### config.mk
export PLATFORM = sky130hd
export DESIGN_NAME = line_edit_buffer_core
export DESIGN_NICKNAME = d
export VERILOG_FILES = /design/src/hw/rtl/lebuf_pkg.sv /design/src/hw/rtl/lebuf_mem.sv /design/src/hw/rtl/lebuf_ctrl.sv /design/src/hw/rtl/lebuf_out.sv /design/src/hw/rtl/line_edit_buffer_core.sv
export SDC_FILE = /design/constraint.sdc
export NUM_CORES = 1
export LEC_CHECK = 0
export BUFFER_PORTS_ARGS = -buffer_cell sky130_fd_sc_hd__buf_2
export CORE_AREA = 2 2 207 229
export DETAILED_ROUTE_END_ITERATION = 10
export DIE_AREA = 0 0 209 231
export PLACE_DENSITY = 0.76
export SLEW_MARGIN = 20
export SYNTH_ARGS = -nofsm -noshare
export SYNTH_HDL_FRONTEND = slang
export SYNTH_SLANG_ARGS = --single-unit
### constraint.sdc
create_clock -name clk -period 4.3 [get_ports clk]
set_input_delay 0.645 -clock clk [delete_from_list [all_inputs] [get_ports clk]]
set_output_delay 0.645 -clock clk [all_outputs]
set_load 0.01 [all_outputs]
### src/hw/rtl/lebuf_pkg.sv
package lebuf_pkg;

  typedef enum logic [2:0] {
    OP_INSERT    = 3'd0,
    OP_BACKSPACE = 3'd1,
    OP_HOME      = 3'd2,
    OP_END       = 3'd3,
    OP_LEFT      = 3'd4,
    OP_RIGHT     = 3'd5,
    OP_DELETE    = 3'd6,
    OP_SUBMIT    = 3'd7
  } op_t;

  typedef enum logic [1:0] {
    KIND_STATUS = 2'd0,
    KIND_CHAR   = 2'd1,
    KIND_EMPTY  = 2'd2
  } kind_t;

  localparam logic [7:0] PRINTABLE_MIN = 8'h20;

  typedef struct packed {
    kind_t      kind;
    logic [7:0] char_out;
    logic [5:0] cursor_pos;
    logic [5:0] line_length;
    logic       accepted;
    logic       last;
  } result_t;

endpackage

### src/hw/rtl/lebuf_mem.sv
module lebuf_mem #(
  parameter int DEPTH = 63,
  parameter int AW    = 6
) (
  input  logic          clk,
  input  logic          we,
  input  logic [AW-1:0] waddr,
  input  logic [7:0]    wdata,
  input  logic          re,
  input  logic [AW-1:0] raddr,
  output logic [7:0]    rdata
);

  logic [7:0] mem [DEPTH];

  always_ff @(posedge clk) begin
    if (we) begin
      mem[waddr] <= wdata;
    end
  end

  always_ff @(posedge clk) begin
    if (re) begin
      rdata <= mem[raddr];
    end
  end

endmodule

### src/hw/rtl/lebuf_ctrl.sv
module lebuf_ctrl #(
  parameter int LINE_CAPACITY = 64
) (
  input  logic                clk,
  input  logic                rst,
  input  logic                in_valid,
  output logic                in_ready,
  input  logic [2:0]          in_op,
  input  logic [7:0]          in_key,
  output logic                res_valid,
  input  logic                res_ready,
  output lebuf_pkg::result_t  res
);

  localparam int LW    = $clog2(LINE_CAPACITY);
  localparam int DEPTH = LINE_CAPACITY - 1;
  localparam int AW    = (LINE_CAPACITY > 2) ? $clog2(LINE_CAPACITY - 1) : 1;
  localparam logic [LW-1:0] MAX_LEN = LW'(LINE_CAPACITY - 1);

  typedef enum logic [2:0] {
    S_IDLE,
    S_SHIFT,
    S_FIN,
    S_EMIT,
    S_SUB_RD,
    S_SUB_EM
  } state_t;

  state_t              state;
  logic [LW-1:0]       cursor;
  logic [LW-1:0]       length;
  logic [LW-1:0]       cnt;
  logic [LW-1:0]       ptr;
  logic                dir_right;
  logic                pend;
  logic [AW-1:0]       pend_addr;
  logic                acc;
  lebuf_pkg::kind_t    kind;
  lebuf_pkg::op_t      op;
  logic [7:0]          key;

  logic                mem_we;
  logic [AW-1:0]       mem_waddr;
  logic [7:0]          mem_wdata;
  logic                mem_re;
  logic [AW-1:0]       mem_raddr;
  logic [7:0]          mem_rdata;
  logic                sub_last;

  lebuf_mem #(
    .DEPTH (DEPTH),
    .AW    (AW)
  ) u_mem (
    .clk   (clk),
    .we    (mem_we),
    .waddr (mem_waddr),
    .wdata (mem_wdata),
    .re    (mem_re),
    .raddr (mem_raddr),
    .rdata (mem_rdata)
  );

  assign in_ready = (state == S_IDLE);
  assign sub_last = (ptr == cnt - LW'(1));

  always_comb begin
    mem_we    = 1'b0;
    mem_waddr = pend_addr;
    mem_wdata = mem_rdata;
    mem_re    = 1'b0;
    mem_raddr = AW'(ptr);
    res_valid = 1'b0;
    res.kind        = kind;
    res.char_out    = 8'd0;
    res.cursor_pos  = 6'(cursor);
    res.line_length = 6'(length);
    res.accepted    = acc;
    res.last        = 1'b1;
    unique case (state)
      S_SHIFT: begin
        mem_re    = (cnt != '0);
        mem_we    = pend;
        mem_waddr = dir_right ? pend_addr + AW'(1) : pend_addr - AW'(1);
      end
      S_FIN: begin
        mem_we    = (op == lebuf_pkg::OP_INSERT);
        mem_waddr = AW'(cursor);
        mem_wdata = key;
      end
      S_EMIT: begin
        res_valid = 1'b1;
      end
      S_SUB_RD: begin
        mem_re = 1'b1;
      end
      S_SUB_EM: begin
        res_valid    = 1'b1;
        res.kind     = lebuf_pkg::KIND_CHAR;
        res.char_out = mem_rdata;
        res.last     = sub_last;
      end
      default: begin
      end
    endcase
  end

  always_ff @(posedge clk) begin
    if (rst) begin
      state  <= S_IDLE;
      cursor <= '0;
      length <= '0;
      pend   <= 1'b0;
    end else begin
      unique case (state)
        S_IDLE: begin
          if (in_valid) begin
            op    <= lebuf_pkg::op_t'(in_op);
            key   <= in_key;
            acc   <= 1'b1;
            kind  <= lebuf_pkg::KIND_STATUS;
            pend  <= 1'b0;
            state <= S_EMIT;
            unique case (lebuf_pkg::op_t'(in_op))
              lebuf_pkg::OP_INSERT: begin
                if (in_key >= lebuf_pkg::PRINTABLE_MIN && length != MAX_LEN) begin
                  cnt       <= length - cursor;
                  ptr       <= length - LW'(1);
                  dir_right <= 1'b1;
                  state     <= S_SHIFT;
                end else begin
                  acc <= 1'b0;
                end
              end
              lebuf_pkg::OP_BACKSPACE: begin
                if (cursor != '0) begin
                  cnt       <= length - cursor;
                  ptr       <= cursor;
                  dir_right <= 1'b0;
                  state     <= S_SHIFT;
                end
              end
              lebuf_pkg::OP_HOME: cursor <= '0;
              lebuf_pkg::OP_END:  cursor <= length;
              lebuf_pkg::OP_LEFT: begin
                if (cursor != '0) cursor <= cursor - LW'(1);
              end
              lebuf_pkg::OP_RIGHT: begin
                if (cursor < length) cursor <= cursor + LW'(1);
              end
              lebuf_pkg::OP_DELETE: begin
                if (cursor < length) begin
                  cnt       <= length - cursor - LW'(1);
                  ptr       <= cursor + LW'(1);
                  dir_right <= 1'b0;
                  state     <= S_SHIFT;
                end
              end
              lebuf_pkg::OP_SUBMIT: begin
                cnt    <= length;
                ptr    <= '0;
                cursor <= '0;
                length <= '0;
                if (length == '0) begin
                  kind <= lebuf_pkg::KIND_EMPTY;
                end else begin
                  state <= S_SUB_RD;
                end
              end
              default: begin
              end
            endcase
          end
        end
        S_SHIFT: begin
          // one read a cycle; the previous read's byte lands one slot over
          if (cnt != '0) begin
            cnt       <= cnt - LW'(1);
            ptr       <= dir_right ? ptr - LW'(1) : ptr + LW'(1);
            pend      <= 1'b1;
            pend_addr <= AW'(ptr);
          end else begin
            pend  <= 1'b0;
            state <= S_FIN;
          end
        end
        S_FIN: begin
          unique case (op)
            lebuf_pkg::OP_INSERT: begin
              cursor <= cursor + LW'(1);
              length <= length + LW'(1);
            end
            lebuf_pkg::OP_BACKSPACE: begin
              cursor <= cursor - LW'(1);
              length <= length - LW'(1);
            end
            default: length <= length - LW'(1);
          endcase
          state <= S_EMIT;
        end
        S_EMIT: begin
          if (res_ready) state <= S_IDLE;
        end
        S_SUB_RD: begin
          state <= S_SUB_EM;
        end
        S_SUB_EM: begin
          if (res_ready) begin
            ptr   <= ptr + LW'(1);
            state <= sub_last ? S_IDLE : S_SUB_RD;
          end
        end
        default: state <= S_IDLE;
      endcase
    end
  end

endmodule

### src/hw/rtl/lebuf_out.sv
module lebuf_out (
  input  logic               clk,
  input  logic               rst,
  input  logic               res_valid,
  output logic               res_ready,
  input  lebuf_pkg::result_t res,
  output logic               out_valid,
  input  logic               out_ready,
  output lebuf_pkg::result_t out_res
);

  assign res_ready = !out_valid || out_ready;

  always_ff @(posedge clk) begin
    if (rst) begin
      out_valid <= 1'b0;
    end else if (res_ready) begin
      out_valid <= res_valid;
    end
  end

  // hold the result until the downstream transaction completes
  always_ff @(posedge clk) begin
    if (res_ready && res_valid) begin
      out_res <= res;
    end
  end

endmodule

### src/hw/rtl/line_edit_buffer_core.sv
// Single-line editor with a cursor: each input transaction is one key operation
// (operation in s_tuser, key byte in s_tdata) and the line lives in a one-port-read,
// one-port-write RAM of LINE_CAPACITY-1 bytes. An insert, backspace or delete that
// changes the line moves the tail one byte a cycle through the RAM before its result;
// every other key, including an edit with nothing to do, gives its result without the
// RAM. Submit streams the line a character at a time (RAM read, then output), with
// tlast on the final character, or returns one empty-line result. Each result sits
// in an output register, so the next key is taken while a result waits on m_tready;
// a further result held up by m_tready stalls the block. Stored bytes need no reset;
// only entries below the current length are ever read.
module line_edit_buffer_core #(
  parameter int LINE_CAPACITY = 64
) (
  input  logic        clk,
  input  logic        rst,
  input  logic        s_tvalid,
  output logic        s_tready,
  input  logic [7:0]  s_tdata,   // [7:0] key_byte
  input  logic [2:0]  s_tuser,   // [2:0] operation
  output logic        m_tvalid,
  input  logic        m_tready,
  output logic [23:0] m_tdata,   // [7:0] char_out, [13:8] cursor_pos,
                                 // [19:14] line_length, [20] accepted, [23:21] zero
  output logic [1:0]  m_tuser,   // [1:0] kind
  output logic        m_tlast
);

  logic               res_valid;
  logic               res_ready;
  lebuf_pkg::result_t res;
  lebuf_pkg::result_t out_res;

  lebuf_ctrl #(
    .LINE_CAPACITY (LINE_CAPACITY)
  ) u_ctrl (
    .clk       (clk),
    .rst       (rst),
    .in_valid  (s_tvalid),
    .in_ready  (s_tready),
    .in_op     (s_tuser),
    .in_key    (s_tdata),
    .res_valid (res_valid),
    .res_ready (res_ready),
    .res       (res)
  );

  lebuf_out u_out (
    .clk       (clk),
    .rst       (rst),
    .res_valid (res_valid),
    .res_ready (res_ready),
    .res       (res),
    .out_valid (m_tvalid),
    .out_ready (m_tready),
    .out_res   (out_res)
  );

  assign m_tdata = {3'b000, out_res.accepted, out_res.line_length,
                    out_res.cursor_pos, out_res.char_out};
  assign m_tuser = out_res.kind;
  assign m_tlast = out_res.last;

`ifndef SYNTH
  a_cursor_le_len: assert property (@(posedge clk) disable iff (rst)
    m_tvalid && m_tuser == lebuf_pkg::KIND_STATUS |-> m_tdata[13:8] <= m_tdata[19:14])
    else $error("status cursor beyond line length");

  a_submit_cleared: assert property (@(posedge clk) disable iff (rst)
    m_tvalid && (m_tuser == lebuf_pkg::KIND_CHAR || m_tuser == lebuf_pkg::KIND_EMPTY)
    |-> m_tdata[19:8] == 12'd0)
    else $error("submit result with nonzero cursor or length");

  a_empty_last: assert property (@(posedge clk) disable iff (rst)
    m_tvalid && m_tuser == lebuf_pkg::KIND_EMPTY |-> m_tlast && m_tdata[7:0] == 8'd0)
    else $error("empty-line result malformed");

  a_busy_after_accept: assert property (@(posedge clk) disable iff (rst)
    s_tvalid && s_tready |=> !s_tready)
    else $error("input accepted while previous key still in progress");
`endif

endmodule
==> metrics.txt <==
status completed; Worst-path clk slew 0.06 ns; worst slew pin tran 0.952 ns; Max Clock Freq 270 MHz; register share of total power 46.0%; area delta synth->final 11.8%; share of layout cells above drive strength 1 21.7%; fin nets 1594; Top FF cell, synth edfxtp_1; ys async rst share 0%; Seq/Total Area, Yosys 69.7%; Rel. slew slack 36.0%; vias in the first global route 14119; Die H 231 um; number of buffers created by CTS 56; Final ANT Viol Nets 0; area fraction of the dominant cell type after synthesis 68.3%; Worst Path Required 4.55 ns; top cells by count, synth edfxtp_1, mux4_2, nor2_1, nand2_1, a21oi_1; Initial Util 54.0%; worst skew pair latency 0.62 ns; core footprint 46200 um^2; Clock power frac 31.5%; Post-synth EDFFs 568; Die ar. 48300 um^2; top cell type by total area after synthesis edfxtp_1; fin crit share 86.2%; maxcap violations 0; Post-Syn Area per Cell 17.0 um^2; final RePlAce weighted congestion 0.955; Site Rows 83; VDD IR max 0.345 mV; top cells by area, synth edfxtp_1, mux4_2, nor2_1; hold path depth 1; # diodes 0; Psw 4510 uW; fillers 3188; Clock Skew 0.0160 ns; worst r2r path cells 8; Synth cell types 69; final setup violating endpoints 0; Combinational Power Share 22.5%; grt total ovfl 0; buffers added on ports 40; CTS Sinks 585; DIE WIDTH 209 um; most common cell in the netlist edfxtp_1; Setup Fix Bufs, Post-CTS 0; post-layout minimum cycle time 3.71 ns; post-cts resize count 0; worst min path class in -> reg; Worst R2R Start u_ctrl.dir_right; synthesized area 25000 um^2; initial antenna violation count 0; Placement Setup Slack 0.653 ns; Vias 14261; clk buf depth 3; Setup CP Type reg -> reg; io pins 44; Fin. Hold Viols 0; Crit. Startpoint u_ctrl.dir_right; Hold WS 0.214 ns; Final Max Tran Viols 0; endpoint class of the critical path flop; CTS HTree Levels 2; Max FO, Critical Path 8; PD cells 556 nW/um^2; Pint 11000 uW; Ys Warns 0; Final WS setup 0.594 ns; Total Wirelength 59700 um; RSZ-0062 raised after global routing no; Worst EP arrival 3.96 ns; Leakage 0.00911 uW; Via density 6.49; All-Layer GR Usage 25.3%; wire length per cell 27.2 um; DRC Markers 0; Starting DRT DRC Count 1888; largest net degree at the start of global routing 71; startpoint types flop; Hold Startpoint s_tdata[2]; CTS tree yes; DR pass1 iterations 5; setup TNS 0 ns; Mapped Cells 1472; post-synthesis register bit count 585; hold-fix buffers at CTS 0; root buf cell clkbuf_16; Switching Share 29.0%; first-pass GRT wire length 90300 um; DPL Wire Length 37000 um
-- registers in the layout, indices dropped and copies added (netlist names) --
signal and count:
u_ctrl.mem_raddr 6, u_ctrl.dir_right 1, u_ctrl.u_mem.mem 504, u_ctrl.pend_addr 6, u_out.out_res 24, u_ctrl.pend 1
u_ctrl.key 8, u_ctrl.cursor 6, u_ctrl.length 6, u_ctrl.u_mem.rdata 8, u_ctrl.state 3, u_ctrl.kind 1
u_ctrl.cnt 6, u_ctrl.op 3, u_out.out_valid 1, u_ctrl.acc 1
-- layer usage --
layer	vias to the layer above	track usage [%]	wire length, um
met5	-	0	0
met4	0	10.1	2310
met3	136	3.81	5090
met2	806	41.4	29200
met1	7257	34.6	23100
li1	6062	-	-
-- final timing paths --
check                                  to  slack (ns)
setup reg to reg  u_ctrl.u_mem.mem[11][5]        0.59
hold reg to reg          u_out.out_res[1]        0.45
setup / recovery  u_ctrl.u_mem.mem[11][5]        0.59
hold / removal              u_ctrl.key[2]        0.21
-- through the flow --
step	instances	instance area [um^2]	power, uW	util [%]
after floorplan	1474	25000	9520	-
after global placement	2095	26100	10600	56.4
after detailed placement	2095	26100	10700	56.4
after CTS	2196	27900	15600	60.4
after global routing	2196	27900	16100	60.4
final	2196	27900	15500	60.4
-- logic make-up (layout without fill, tap and decap cells) --
family | after synthesis | in the layout | synth area share, %
other | 1 | 3 | 0.0150
buffers and inverters | 112 | 239 | 2.09
AO/OA/AOI/OAI | 206 | 206 | 5.47
flip-flops | 585 | 585 | 69.7
adder cells (fa/ha/maj) | 21 | 21 | 1.11
XOR/XNOR | 35 | 35 | 1.28
multiplexers | 177 | 177 | 14.1
AND/OR/NAND/NOR | 335 | 335 | 6.19
-- critical path, stage by stage, from the launching register on --
cell and delay (ns):
edfxtp_1 0.43, inv_1 0.21, ha_1 0.29, a211o_1 0.28
a21o_1 0.16, a21oi_1 0.24, mux2_2 0.40, or4_1 0.72
nor2_1 0.62
-- power groups by stage --
stage / clock (uW) / combinational (uW) / sequential [uW]
floorplan: 0 / 2340 / 7180
global placement: 0 / 3380 / 7250
detailed placement: 0 / 3470 / 7260
CTS: 4950 / 3490 / 7140
global route: 5160 / 3740 / 7160
finish: 4880 / 3490 / 7140
-- final cells by class --
type | instances | area (um^2) | share of cell area, %
clock buffer | 71 | 1530 | 5.48
clock inverter | 30 | 288 | 1.03
inverter | 28 | 105 | 0.377
multi-input combinational | 777 | 7070 | 25.4
sequential | 585 | 17400 | 62.4
tap | 595 | 744 | 2.67
timing repair buffer | 110 | 763 | 2.74
-- layout by cell type (no fill, tap or decap), types with 5 or more instances in the layout --
master / instances
nor2b_1: 13
buf_2: 40
a2bb2oi_1: 7
nor3_1: 28
clkinv_2: 8
nor4_1: 6
bufinv_16: 5
mux4_2: 140
buf_4: 67
dfxtp_1: 17
inv_1: 26
nand2b_1: 14
nand3_1: 16
ha_1: 19
and2_1: 10
mux2i_1: 34
o31ai_1: 6
nand2_2: 8
a21o_1: 5
o21ai_0: 35
o32ai_1: 6
clkbuf_16: 58
a21oi_1: 51
clkinv_1: 12
xor2_1: 11
nand4_1: 9
nand2_1: 74
nor2_1: 126
xnor2_1: 23
edfxtp_1: 568
o22ai_1: 14
a31oi_1: 5
clkbuf_1: 10
o211ai_1: 7
a211oi_1: 24
and3_1: 11
Power figures use the tool's default switching activity.
